**src/rtl/timestamped_event_release_queue_defines.svh**
```systemverilog
// assertion macros for the event release queue
`ifndef TIMESTAMPED_EVENT_RELEASE_QUEUE_DEFINES_SVH
`define TIMESTAMPED_EVENT_RELEASE_QUEUE_DEFINES_SVH

// clocked property with reset disable
`define TSERQ_ASSERT(label, prop, msg) \
	label: assert property (@(posedge clk) disable iff (!arst_n) (prop)) else $error(msg);

// expression that must never hold
`define TSERQ_NEVER(label, expr, msg) \
	`TSERQ_ASSERT(label, !(expr), msg)

`endif

```
**src/rtl/tserq_pkg.sv**
```systemverilog
// types and constants of the event release queue
package tserq_pkg;

	localparam int DEFAULT_QUEUE_DEPTH = 32;
	localparam int MAX_RELEASE = 32;
	localparam int TW = 48;

	localparam logic [1:0] ST_ACCEPTED = 2'd0;
	localparam logic [1:0] ST_FULL     = 2'd1;
	localparam logic [1:0] ST_DUE      = 2'd2;
	localparam logic [1:0] ST_NONE     = 2'd3;

	localparam logic [1:0] REG_LOOKAHEAD  = 2'd0;
	localparam logic [1:0] REG_LOOP_EN    = 2'd1;
	localparam logic [1:0] REG_LOOP_START = 2'd2;
	localparam logic [1:0] REG_LOOP_END   = 2'd3;

	localparam logic REQ_SCHEDULE = 1'b0;
	localparam logic REQ_ADVANCE  = 1'b1;

	typedef struct packed {
		logic        req_type;
		logic [47:0] event_time;
		logic [31:0] event_tag;
		logic [15:0] advance_samples;
	} req_t;

	typedef struct packed {
		logic [1:0]  status;
		logic [47:0] due_time;
		logic [31:0] due_tag;
		logic [47:0] position;
		logic        last;
	} res_t;

	typedef enum logic [2:0] {
		S_IDLE,
		S_MOD,
		S_SCAN_RD,
		S_SCAN_CHK,
		S_SCAN_END,
		S_SEL_RD,
		S_SEL_CHK,
		S_SEL_EMIT
	} state_t;

endpackage

```
**src/rtl/tserq_ram.sv**
```systemverilog
// generic single write, single read ram with registered read
module tserq_ram #(
	parameter int WIDTH = 8,
	parameter int DEPTH = 32
) (
	input  logic                     clk,
	input  logic                     wr_en,
	input  logic [$clog2(DEPTH)-1:0] wr_addr,
	input  logic [WIDTH-1:0]         wr_data,
	input  logic [$clog2(DEPTH)-1:0] rd_addr,
	output logic [WIDTH-1:0]         rd_data
);
	logic [WIDTH-1:0] mem_q [DEPTH];
	logic [WIDTH-1:0] rd_q;

	always_ff @(posedge clk) begin
		if (wr_en) begin
			mem_q[wr_addr] <= wr_data;
		end
		rd_q <= mem_q[rd_addr];
	end

	assign rd_data = rd_q;
endmodule

```
**src/rtl/tserq_rem.sv**
```systemverilog
// bit-serial 48-bit remainder unit, one quotient bit per cycle
module tserq_rem (
	input  logic        clk,
	input  logic        arst_n,
	input  logic        start,
	input  logic [47:0] dividend,
	input  logic [47:0] divisor,
	output logic        done,
	output logic [47:0] rem
);
	import tserq_pkg::*;

	logic [48:0] r_q;
	logic [47:0] dvd_q;
	logic [47:0] d_q;
	logic [5:0]  cnt_q;
	logic        run_q;
	logic        done_q;
	logic [48:0] trial;

	assign trial = {r_q[47:0], dvd_q[47]};

	always_ff @(posedge clk or negedge arst_n) begin
		if (!arst_n) begin
			run_q  <= 1'b0;
			done_q <= 1'b0;
			cnt_q  <= '0;
		end else begin
			done_q <= 1'b0;
			if (start) begin
				run_q <= 1'b1;
				cnt_q <= 6'(TW);
			end else if (run_q) begin
				cnt_q <= cnt_q - 6'd1;
				if (cnt_q == 6'd1) begin
					run_q  <= 1'b0;
					done_q <= 1'b1;
				end
			end
		end
	end

	always_ff @(posedge clk) begin
		if (start) begin
			r_q   <= '0;
			dvd_q <= dividend;
			d_q   <= divisor;
		end else if (run_q) begin
			dvd_q <= {dvd_q[46:0], 1'b0};
			if (trial >= {1'b0, d_q}) begin
				r_q <= trial - {1'b0, d_q};
			end else begin
				r_q <= trial;
			end
		end
	end

	assign done = done_q;
	assign rem  = r_q[47:0];
endmodule

```
**src/rtl/timestamped_event_release_queue.sv**
```systemverilog
// event release queue: fifo of timestamped events and a looping sample position
// latency: a schedule beat gives its result in the next cycle, busy stays low
// advance: busy while the remainder unit runs (on a wrap with valid bounds)
// and while the single ram read port walks the queue, once to count and once per release
// results cannot be stalled: each result is one strobed cycle on res
// arst_n clears pointers, fill count, position and configuration; ram contents stay undefined
module timestamped_event_release_queue #(
	parameter int QUEUE_DEPTH = tserq_pkg::DEFAULT_QUEUE_DEPTH
) (
	input  logic              clk,
	input  logic              arst_n,
	input  logic              start,
	output logic              busy,
	input  tserq_pkg::req_t   req,
	output logic              res_valid,
	output tserq_pkg::res_t   res,
	input  logic              cfg_valid,
	output logic              cfg_ready,
	input  logic [1:0]        cfg_index,
	input  logic [47:0]       cfg_data
);
	import tserq_pkg::*;

	localparam int AW = (QUEUE_DEPTH > 1) ? $clog2(QUEUE_DEPTH) : 1;
	localparam int CW = $clog2(QUEUE_DEPTH + 1);
	localparam int LW = (CW > 6) ? CW : 6;
	localparam int EW = TW + 32;

	// configuration
	logic [17:0] look_q;
	logic        loop_en_q;
	logic [47:0] loop_start_q;
	logic [47:0] loop_end_q;

	// queue and position state
	state_t         state_q, state_d;
	logic [47:0]    pos_q;
	logic [AW-1:0]  head_q, tail_q, rp_q;
	logic [CW-1:0]  fill_q;
	logic [5:0]     n_q, k_q, e_q;
	logic [MAX_RELEASE-1:0] emitted_q;
	logic [47:0]    best_time_q;
	logic [31:0]    best_tag_q;
	logic [4:0]     best_k_q;
	logic           best_ok_q;
	res_t           res_q;
	logic           res_valid_q;

	// datapath
	logic [48:0]   tsum, psum;
	logic [47:0]   tsat, psat;
	logic          full, wrap, bounds_ok;
	logic          accept;
	logic [AW-1:0] rp_next;
	logic [EW-1:0] rd_data;
	logic [47:0]   rd_time;
	logic [31:0]   rd_tag;
	logic          wr_en;
	logic          rem_start, rem_done;
	logic [47:0]   rem;
	logic          more;
	logic          last_emit;

	assign accept    = start && !busy;
	assign busy      = (state_q != S_IDLE);
	assign cfg_ready = 1'b1;

	// saturating adds for event time and position
	assign tsum = {1'b0, req.event_time} + {31'd0, look_q};
	assign tsat = tsum[48] ? '1 : tsum[47:0];
	assign psum = {1'b0, pos_q} + {33'd0, req.advance_samples};
	assign psat = psum[48] ? '1 : psum[47:0];

	assign full      = (fill_q == CW'(QUEUE_DEPTH));
	assign wrap      = loop_en_q && (loop_end_q != '0) && (psat >= loop_end_q);
	assign bounds_ok = (loop_end_q > loop_start_q);

	assign rp_next = (rp_q == AW'(QUEUE_DEPTH - 1)) ? '0 : rp_q + AW'(1);
	assign rd_time = rd_data[EW-1:32];
	assign rd_tag  = rd_data[31:0];

	// still room to scan: entries left and release limit not reached
	assign more      = (LW'(fill_q) > LW'(n_q)) && (n_q < 6'(MAX_RELEASE));
	assign last_emit = ((e_q + 6'd1) == n_q);

	assign wr_en     = accept && (req.req_type == REQ_SCHEDULE) && !full;
	assign rem_start = accept && (req.req_type == REQ_ADVANCE) && wrap && bounds_ok;

	tserq_ram #(
		.WIDTH (EW),
		.DEPTH (QUEUE_DEPTH)
	) u_store (
		.clk     (clk),
		.wr_en   (wr_en),
		.wr_addr (tail_q),
		.wr_data ({tsat, req.event_tag}),
		.rd_addr (rp_q),
		.rd_data (rd_data)
	);

	tserq_rem u_rem (
		.clk      (clk),
		.arst_n   (arst_n),
		.start    (rem_start),
		.dividend (psat - loop_start_q),
		.divisor  (loop_end_q - loop_start_q),
		.done     (rem_done),
		.rem      (rem)
	);

	// sequencer next state
	always_comb begin
		state_d = state_q;
		case (state_q)
			S_IDLE: begin
				if (accept && req.req_type == REQ_ADVANCE) begin
					state_d = rem_start ? S_MOD : S_SCAN_RD;
				end
			end
			S_MOD: begin
				if (rem_done) begin
					state_d = S_SCAN_RD;
				end
			end
			S_SCAN_RD:  state_d = more ? S_SCAN_CHK : S_SCAN_END;
			S_SCAN_CHK: state_d = (rd_time <= pos_q) ? S_SCAN_RD : S_SCAN_END;
			S_SCAN_END: state_d = (n_q == '0) ? S_IDLE : S_SEL_RD;
			S_SEL_RD:   state_d = (k_q == n_q) ? S_SEL_EMIT : S_SEL_CHK;
			S_SEL_CHK:  state_d = S_SEL_RD;
			S_SEL_EMIT: state_d = last_emit ? S_IDLE : S_SEL_RD;
			default:    state_d = S_IDLE;
		endcase
	end

	always_ff @(posedge clk or negedge arst_n) begin
		if (!arst_n) begin
			state_q <= S_IDLE;
		end else begin
			state_q <= state_d;
		end
	end

	// configuration writes
	always_ff @(posedge clk or negedge arst_n) begin
		if (!arst_n) begin
			look_q       <= '0;
			loop_en_q    <= 1'b0;
			loop_start_q <= '0;
			loop_end_q   <= '0;
		end else if (cfg_valid && cfg_ready) begin
			case (cfg_index)
				REG_LOOKAHEAD:  look_q       <= cfg_data[17:0];
				REG_LOOP_EN:    loop_en_q    <= cfg_data[0];
				REG_LOOP_START: loop_start_q <= cfg_data;
				REG_LOOP_END:   loop_end_q   <= cfg_data;
				default: ;
			endcase
		end
	end

	// control state: pointers, counts, position, result strobe
	always_ff @(posedge clk or negedge arst_n) begin
		if (!arst_n) begin
			pos_q       <= '0;
			head_q      <= '0;
			tail_q      <= '0;
			rp_q        <= '0;
			fill_q      <= '0;
			n_q         <= '0;
			k_q         <= '0;
			e_q         <= '0;
			emitted_q   <= '0;
			best_ok_q   <= 1'b0;
			res_valid_q <= 1'b0;
		end else begin
			res_valid_q <= 1'b0;
			case (state_q)
				S_IDLE: begin
					if (accept && req.req_type == REQ_SCHEDULE) begin
						res_valid_q <= 1'b1;
						if (!full) begin
							tail_q <= (tail_q == AW'(QUEUE_DEPTH - 1)) ? '0 : tail_q + AW'(1);
							fill_q <= fill_q + CW'(1);
						end
					end else if (accept) begin
						// wrap with bad bounds snaps to loop start
						if (wrap && !bounds_ok) begin
							pos_q <= loop_start_q;
						end else begin
							pos_q <= psat;
						end
						rp_q <= head_q;
						n_q  <= '0;
					end
				end
				S_MOD: begin
					if (rem_done) begin
						pos_q <= loop_start_q + rem;
					end
				end
				S_SCAN_CHK: begin
					if (rd_time <= pos_q) begin
						n_q  <= n_q + 6'd1;
						rp_q <= rp_next;
					end
				end
				S_SCAN_END: begin
					if (n_q == '0) begin
						res_valid_q <= 1'b1;
					end
					rp_q      <= head_q;
					k_q       <= '0;
					e_q       <= '0;
					emitted_q <= '0;
					best_ok_q <= 1'b0;
				end
				S_SEL_CHK: begin
					// strict less keeps the earliest arrival among equal times
					if (!emitted_q[k_q[4:0]] && (!best_ok_q || rd_time < best_time_q)) begin
						best_ok_q <= 1'b1;
					end
					k_q  <= k_q + 6'd1;
					rp_q <= rp_next;
				end
				S_SEL_EMIT: begin
					res_valid_q          <= 1'b1;
					emitted_q[best_k_q]  <= 1'b1;
					e_q                  <= e_q + 6'd1;
					best_ok_q            <= 1'b0;
					k_q                  <= '0;
					if (last_emit) begin
						// after a full pass the read pointer sits just past the prefix
						head_q <= rp_q;
						fill_q <= fill_q - CW'(n_q);
					end else begin
						rp_q <= head_q;
					end
				end
				default: ;
			endcase
		end
	end

	// payload registers
	always_ff @(posedge clk) begin
		case (state_q)
			S_IDLE: begin
				if (accept && req.req_type == REQ_SCHEDULE) begin
					res_q.status   <= full ? ST_FULL : ST_ACCEPTED;
					res_q.due_time <= '0;
					res_q.due_tag  <= '0;
					res_q.position <= pos_q;
					res_q.last     <= 1'b1;
				end
			end
			S_SCAN_END: begin
				res_q.status   <= ST_NONE;
				res_q.due_time <= '0;
				res_q.due_tag  <= '0;
				res_q.position <= pos_q;
				res_q.last     <= 1'b1;
			end
			S_SEL_CHK: begin
				if (!emitted_q[k_q[4:0]] && (!best_ok_q || rd_time < best_time_q)) begin
					best_time_q <= rd_time;
					best_tag_q  <= rd_tag;
					best_k_q    <= k_q[4:0];
				end
			end
			S_SEL_EMIT: begin
				res_q.status   <= ST_DUE;
				res_q.due_time <= best_time_q;
				res_q.due_tag  <= best_tag_q;
				res_q.position <= pos_q;
				res_q.last     <= last_emit;
			end
			default: ;
		endcase
	end

	assign res_valid = res_valid_q;
	assign res       = res_q;

	`include "timestamped_event_release_queue_defines.svh"

	`TSERQ_ASSERT(a_fill_bound, fill_q <= CW'(QUEUE_DEPTH), "fill count above depth")
	`TSERQ_NEVER(a_rem_outside, rem_done && state_q != S_MOD, "remainder done outside wrap")
	`TSERQ_ASSERT(a_emit_bound, (state_q == S_SEL_EMIT) |-> (e_q < n_q && best_ok_q), "release beyond due count")
endmodule
```
**config.mk**
```make
export PLATFORM = sky130hd
export DESIGN_NAME = timestamped_event_release_queue
export DESIGN_NICKNAME = d
export VERILOG_FILES = /design/src/rtl/tserq_pkg.sv /design/src/rtl/tserq_ram.sv /design/src/rtl/tserq_rem.sv /design/src/rtl/timestamped_event_release_queue.sv
export VERILOG_INCLUDE_DIRS = /design/src /design/src/rtl
export SDC_FILE = /design/constraint.sdc
export NUM_CORES = 2
export LEC_CHECK = 0
export BUFFER_PORTS_ARGS = -buffer_cell sky130_fd_sc_hd__clkbuf_2
export CAP_MARGIN = 0
export CORE_UTILIZATION = 63
export CTS_CLUSTER_DIAMETER = 60
export DETAILED_ROUTE_END_ITERATION = 12
export GPL_TIMING_DRIVEN = 0
export PLACE_DENSITY = 0.79
export SYNTH_ARGS = -nofsm -noshare
export SYNTH_HDL_FRONTEND = slang
export SYNTH_SLANG_ARGS = --single-unit
```
**constraint.sdc**
```tcl
create_clock -name clk -period 8 [get_ports clk]
set_input_delay 0.8 -clock clk [delete_from_list [all_inputs] [get_ports clk]]
set_output_delay 0.8 -clock clk [all_outputs]
set_load 0.01 [all_outputs]
```
Word-level counts from Yosys, hierarchy flattened
Memory sizes are Yosys's and may differ from the RTL's. A register that Yosys moved wholly into a read port is not among the register bits.
Index checks and enable logic that the tools add are counted.
Storage, ports and cells
  flip-flop bits (word level): 607
  memory bits (writable): 2560
  memories kept: 1
Memory list
  u_store.mem_q: words 32, bits a word 80, read ports 1, clocked after memory_dff 1, wr ports 1, RTL line tserq_ram.sv:13  | logic [WIDTH-1:0] mem_q [DEPTH];
Cells by class
  add/subtract/negate cells: 14
  magnitude comparators: 10
  equality and inequality tests: 25
  muxes and demuxes: 59
  bitwise operators: 3
  reduce and logical (&&, ||, !) cells: 45
Operators with widths (count)
  48-bit two-way mux: 9
  131-bit one-hot mux with 3 select lines: 1
  48-bit subtractor: 3
  131-bit two-way mux: 1
  48-bit one-hot mux with 2 select lines: 1
  32-bit one-hot mux with 2 select lines: 1
  48-bit by 16-bit adder with 49-bit output: 1
  48-bit by 18-bit adder with 49-bit output: 1
  49-bit by 48-bit greater-or-equal comparator with 1-bit output: 1
  48-bit adder: 1
  48-bit greater-or-equal comparator: 1
  48-bit > comparator: 1
  48-bit <= comparator: 1
  48-bit less-than comparator: 1
  6-bit two-way mux: 8
  6-bit one-hot mux with 2 select lines: 4
  48-bit nonzero test: 1
  32-bit bitwise OR: 1
  5-bit two-way mux: 6
  5-bit one-hot mux with 5 select lines: 1
  6-bit by 1-bit adder with 6-bit output (second input constant): 4
  3-bit one-hot mux with 8 select lines: 1
  3-bit two-way mux: 6
  2-bit inequality test (second input constant): 8
  37 further kinds: 92

Logic depth before layout (Yosys ltp)
  depth after elaboration: 9
  gate-level depth with buffers: 26
  mapped depth without buffers: 23

Modules after synthesis
From an unflattened synthesis, not the netlist that was laid out.
Second synthesis, totals
  cell total of the unflattened synthesis: 8996
  area, all modules: 140427.2 µm²
Modules (own cells, without submodules)
  tserq_ram: instances 1, cells an instance 4683, area each 98903.6 µm², seq. area each 78475.3 µm²
  timestamped_event_release_queue: instances 1, cells an instance 3418, area each 32463.6 µm², seq. area each 12467.0 µm²
  tserq_rem: instances 1, cells an instance 895, area each 9059.9 µm², seq. area each 4043.9 µm²

Least setup slack after synthesis
Ideal clock, no wire load.
  path type: input -> register
  from: in req[0] (netlist bit)
  to: reg u_rem.d_q[0], enable pin
  library setup time: 0.431 ns
  arrival time: 7.036 ns
  required time: 7.569 ns
  slack: 0.533 ns
  stages on the path: 24
  buffers on the path: 6
  cells stage by stage: ha_1 > fa_1 > a211oi_1 > o21bai_1 > nand3_1 > and4_1 > o21a_1 > or3_1 > clkbuf_1 > clkbuf_1 > buf_1 > clkbuf_1 > nand2_1 > ha_1 > nand4_1 > nor4_1 > nand4_1 > o221ai_1 > a2111oi_0 > o2bb2ai_1 > nand3_1 > buf_2 > clkinv_1 > clkbuf_1
On the way
  word-level cells in the longest chain between the ends: 6
RTL lines
  start, declared: RTL line timestamped_event_release_queue.sv:14  | input tserq_pkg::req_t req,
  48-bit by 16-bit adder with 49-bit output: RTL line timestamped_event_release_queue.sv:71  | assign psum = {1'b0, pos_q} + {33'd0, req.advance_samples};
  48-bit two-way mux: RTL line timestamped_event_release_queue.sv:72  | assign psat = psum[48] ? '1 : psum[47:0];
  48-bit greater-or-equal comparator: RTL line timestamped_event_release_queue.sv:75  | assign wrap = loop_en_q && (loop_end_q != '0) && (psat >= loop_end_q);
  1-bit logical AND: RTL line timestamped_event_release_queue.sv:75
  1-bit logical AND (2 in series): RTL line timestamped_event_release_queue.sv:87  | assign rem_start = accept && (req.req_type == REQ_ADVANCE) && wrap && bounds_ok;
  net rem_start: RTL line timestamped_event_release_queue.sv:59  | logic rem_start, rem_done;
  end signal, assigned: RTL line tserq_rem.sv:47  | d_q <= divisor;
  end, declared: RTL line tserq_rem.sv:15  | logic [47:0] d_q;
The timed path passes the listed nets, and every way through them passes these cells.
A chain may end at the register's enable or synchronous reset.

Worst setup path in the final report
  from: reg pos_q[0]
  to: reg u_rem.dvd_q[2], data pin
On the way
  word-level cells in the longest chain between the ends: 7
  elaborated cells on any way between the ends: 8
  those cells by class: add/sub: 2; order compare: 1; mux: 2; reduce/logical: 3
RTL lines
  start, declared: RTL line timestamped_event_release_queue.sv:37  | logic [47:0] pos_q;
  start signal, assigned: RTL line timestamped_event_release_queue.sv:188  | pos_q <= loop_start_q;
  start signal, assigned: RTL line timestamped_event_release_queue.sv:190  | pos_q <= psat;
  start signal, assigned: RTL line timestamped_event_release_queue.sv:198  | pos_q <= loop_start_q + rem;
  48-bit by 16-bit adder with 49-bit output (*): RTL line timestamped_event_release_queue.sv:71
  48-bit two-way mux (*): RTL line timestamped_event_release_queue.sv:72
  48-bit greater-or-equal comparator: RTL line timestamped_event_release_queue.sv:75
  1-bit logical AND: RTL line timestamped_event_release_queue.sv:75
  1-bit logical AND (2 in series): RTL line timestamped_event_release_queue.sv:87
  48-bit two-way mux (*): RTL line tserq_rem.sv:44  | if (start) begin
  end signal, assigned: RTL line tserq_rem.sv:46  | dvd_q <= dividend;
  end signal, assigned: RTL line tserq_rem.sv:49  | dvd_q <= {dvd_q[46:0], 1'b0};
  end, declared: RTL line tserq_rem.sv:14  | logic [47:0] dvd_q;
Mark *: on every way between the ends. The rest lies on a longest branch, timed or not.

==> impl_metrics.env <==
export IMPL_worstSetupEndpointType="register"
export IMPL_core_region_area_mm2=0.220
export IMPL_arrival_ns=8.49
export IMPL_hpwl_mm=298
export IMPL_start_util=0.634
export IMPL_die_y_um=472
export IMPL_firstDrtPassIters=8
export IMPL_max_freq_ghz=0.127
export IMPL_synth_main_ff_cell="edfxtp_1"
export IMPL_die_w_um=472
export IMPL_yosysSeqAreaShare=0.683
export IMPL_area_growth_pct=13.6
export IMPL_max_slew_margin_rel=-0.0394
export IMPL_hp_class="in2reg"
export IMPL_synth_nets=8592
export IMPL_drt_initial_drc_count=14211
export IMPL_grt_pass1_wl_mm=658
export IMPL_clkLatencyLatePin_ns=0.99
export IMPL_nets=9349
export IMPL_period_minus_slack_ns=7.86
export IMPL_maxCapViolCount=4
export IMPL_wire_per_inst_um=39.9
export IMPL_yosysWarnings=0
export IMPL_cts_tree="done"
export IMPL_regArea_mm2=0.0950
export IMPL_p_leak_nw=54.3
export IMPL_place_gp_congestion=1.03
export IMPL_grt_ovfl_total=0
export IMPL_post_route_util=0.720
export IMPL_status="complete, but fails checks"
export IMPL_setup_viol=0
export IMPL_drc=0
export IMPL_vias=87793
export IMPL_synth_distinct_cells=90
export IMPL_cts_max_level=5
export IMPL_cts_path_max_buffers=4
export IMPL_violations="max-capacitance violations, max-slew violations"
export IMPL_final_max_slew_violation_count=33
export IMPL_syn_inst=8046
export IMPL_drive_above_1_share=0.227
export IMPL_rows=172
export IMPL_multiInputGateArea_mm2=0.0420
export IMPL_n_fill_cell=12341
export IMPL_routed_wl_mm=477
export IMPL_yosysTopAreaCell="edfxtp_1"
export IMPL_power_per_cell_area_mw_per_mm2=335
export IMPL_fp_dieArea_mm2=0.223
export IMPL_avgSynthCellArea_um2=17.3
export IMPL_layout_common_cells="2872 x edfxtp_1, 810 x mux4_2, 400 x nand2_1, 388 x ha_1, 346 x clkbuf_16"
export IMPL_viasPerCell=7.34
export IMPL_synth_area_mm2=0.139
export IMPL_yosys_top_cells_area="edfxtp_1 62%, mux4_2 13%, dfrtp_1 4.4%"
export IMPL_place_port_buffers=283
export IMPL_crit_path_max_fanout=10
export IMPL_io_pin_count=285
export IMPL_postRouteAntennaNets=0
export IMPL_cp_start_kind="register"
export IMPL_final_common_cell="edfxtp_1"
export IMPL_tightest_slew_ns=1.56
export IMPL_hold_viol=0
export IMPL_antenna_found_initial=40
export IMPL_cts_made_buffers=333
export IMPL_fin_skew_ns=0.0748
export IMPL_synth_edf_count=2872
export IMPL_ys_seq_elements=3247
export IMPL_grt_max_degree=111
export IMPL_synth_top_area_share=0.620
export IMPL_root_buffer="clkbuf_16"
export IMPL_layout_cells_non_filler=11956
export IMPL_ir_worst_vdd_v=0.000270
export IMPL_rsz0062_at_grt="false"
export IMPL_fin_crit_sh=0.982
export IMPL_grt_usage=0.428
export IMPL_grt_pass1_vias=87353
export IMPL_clock_sinks=3247
export IMPL_required_ns=8.63
export IMPL_async_reset_ff_frac=0.0761
export IMPL_path_clk_slew_ns=0.06
export IMPL_dp_cells=11335
export IMPL_crit_type="reg2reg"
==> layout make-up <==
class / count / share of cell area
plain buffers: 340 / 0.00865
clock inverters: 152 / 0.00889
repair buffers: 423 / 0.0266
flip-flops and latches: 3247 / 0.601
clock buffers: 439 / 0.0581
well taps: 2871 / 0.0227
diodes: 26 / 0.000412
multi-input cells: 4136 / 0.266
inverters: 322 / 0.00766
==> kinds of logic after synthesis <==
group	after synthesis	synth area share
AOI/OAI and AO/OA	1186	0.0539
xor gates and xnor gates	261	0.0164
adders and majority gates	395	0.0359
buffers and inverters	663	0.0181
DFF	3247	0.683
muxes	1043	0.150
other	1	0.0000270
and+or+nand+nor	1250	0.0429
==> critical path, stage by stage, from the launching register on <==
cell and delay [ns]:
dfrtp_1 0.55, ha_1 0.29, a211oi_1 0.10, o21bai_1 0.24
o2111ai_1 0.29, a2111oi_4 0.50, o21a_2 0.35, o21ai_0 0.35
or4_1 0.68, xnor2_1 0.17, nand2_1 0.17, ha_1 0.36
nand4_1 0.12, nor4_1 0.07, buf_2 0.20, nand4_1 0.13
buf_4 0.18, o221ai_4 0.16, a2111oi_4 0.55, o2bb2ai_4 0.17
nand3_2 0.22, buf_4 0.31, clkbuf_1 1.02, o21ai_0 0.30
==> path summary, 6_finish.rpt <==
check,cells past startpoint,start,end,slack [ns]
setup / recovery,23,pos_q[0],u_rem.dvd_q[2],0.14
hold / removal,2,cfg_data[32],loop_start_q[32],0.13
setup reg to reg,23,pos_q[0],u_rem.dvd_q[2],0.14
hold reg to reg,0,u_store.rd_data[12],best_tag_q[12],0.41
max in group asynchronous,4,arst_n,look_q[1],6.07
min in group asynchronous,2,arst_n,pos_q[40],0.42
==> sequential cells by signal (all words and copies together), names as in the netlist, 18 cells and up <==
register and count:
loop_start_q 48, u_store.mem_q 2560, u_rem.dvd_q 48, u_rem.r_q 48
u_rem.d_q 48, best_tag_q 32, best_time_q 48, loop_end_q 48
look_q 18, pos_q 48, u_store.rd_data 80, emitted_q 32
res 131
==> synthesized netlist by cell type (all sizes together) (8+ instances only) <==
cell,instances
edfxtp,2872
mux4,810
nand2,402
ha,388
inv,321
o21ai,320
a21oi,307
nor2,299
clkbuf,295
dfrtp,247
mux2,204
xnor2,156
a21o,149
dfxtp,128
nand3,108
xor2,105
nand4,82
a31oi,77
nor3,57
and2,53
nand2b,51
buf,46
o21bai,46
nor2b,44
a211oi,41
and3,40
o21a,39
mux2i,29
nor4,29
o211ai,27
a22o,23
or3,20
o31ai,18
and4,14
a22oi,13
or2,13
a311oi,12
a211o,10
o31a,9
or4,9
a221o,8
nand3b,8
o221ai,8
==> repair_timing <==
item	CTS	global route
setup buffers	2	1
endpoints found under the hold margin	42	0
gates resized for setup	36	7
pin swaps	1	1
endpoints found under the setup margin	250	85
hold buffers	1	0
==> layer usage <==
layer | track usage | vias up | routed length, um
met5 | 0 | - | 166
met4 | 0.319 | 24 | 42600
met3 | 0.0957 | 2075 | 53800
met2 | 0.689 | 8400 | 228000
met1 | 0.508 | 43659 | 152000
li1 | - | 33635 | -
==> per-stage QoR <==
step	worst slack (ns)	setup TNS (ns)	power (mW)	instance area [um^2]	hold slack, ns
final	0.141	0	52.9	158000	0.127
after global routing	0.00568	0	54.4	158000	0.117
after CTS	0.0262	0	52.4	158000	0.0832
after detailed placement	-5.16	-954.09	36.6	147000	0.389
after global placement	-6.70	-8995.34	36.2	144000	0.389
after floorplan	0.533	0	31.2	139000	0.386
==> power breakdown <==
part / leakage [nW] / total, mW / switching, mW / internal (mW)
registers: 30.1 / 21.4 / 1.05 / 20.3
logic: 19.0 / 15.8 / 10.0 / 5.82
clock network: 5.19 / 15.8 / 6.98 / 8.79
total: 54.3 / 52.9 / 18.0 / 34.9
Power figures use the tool's default switching activity.
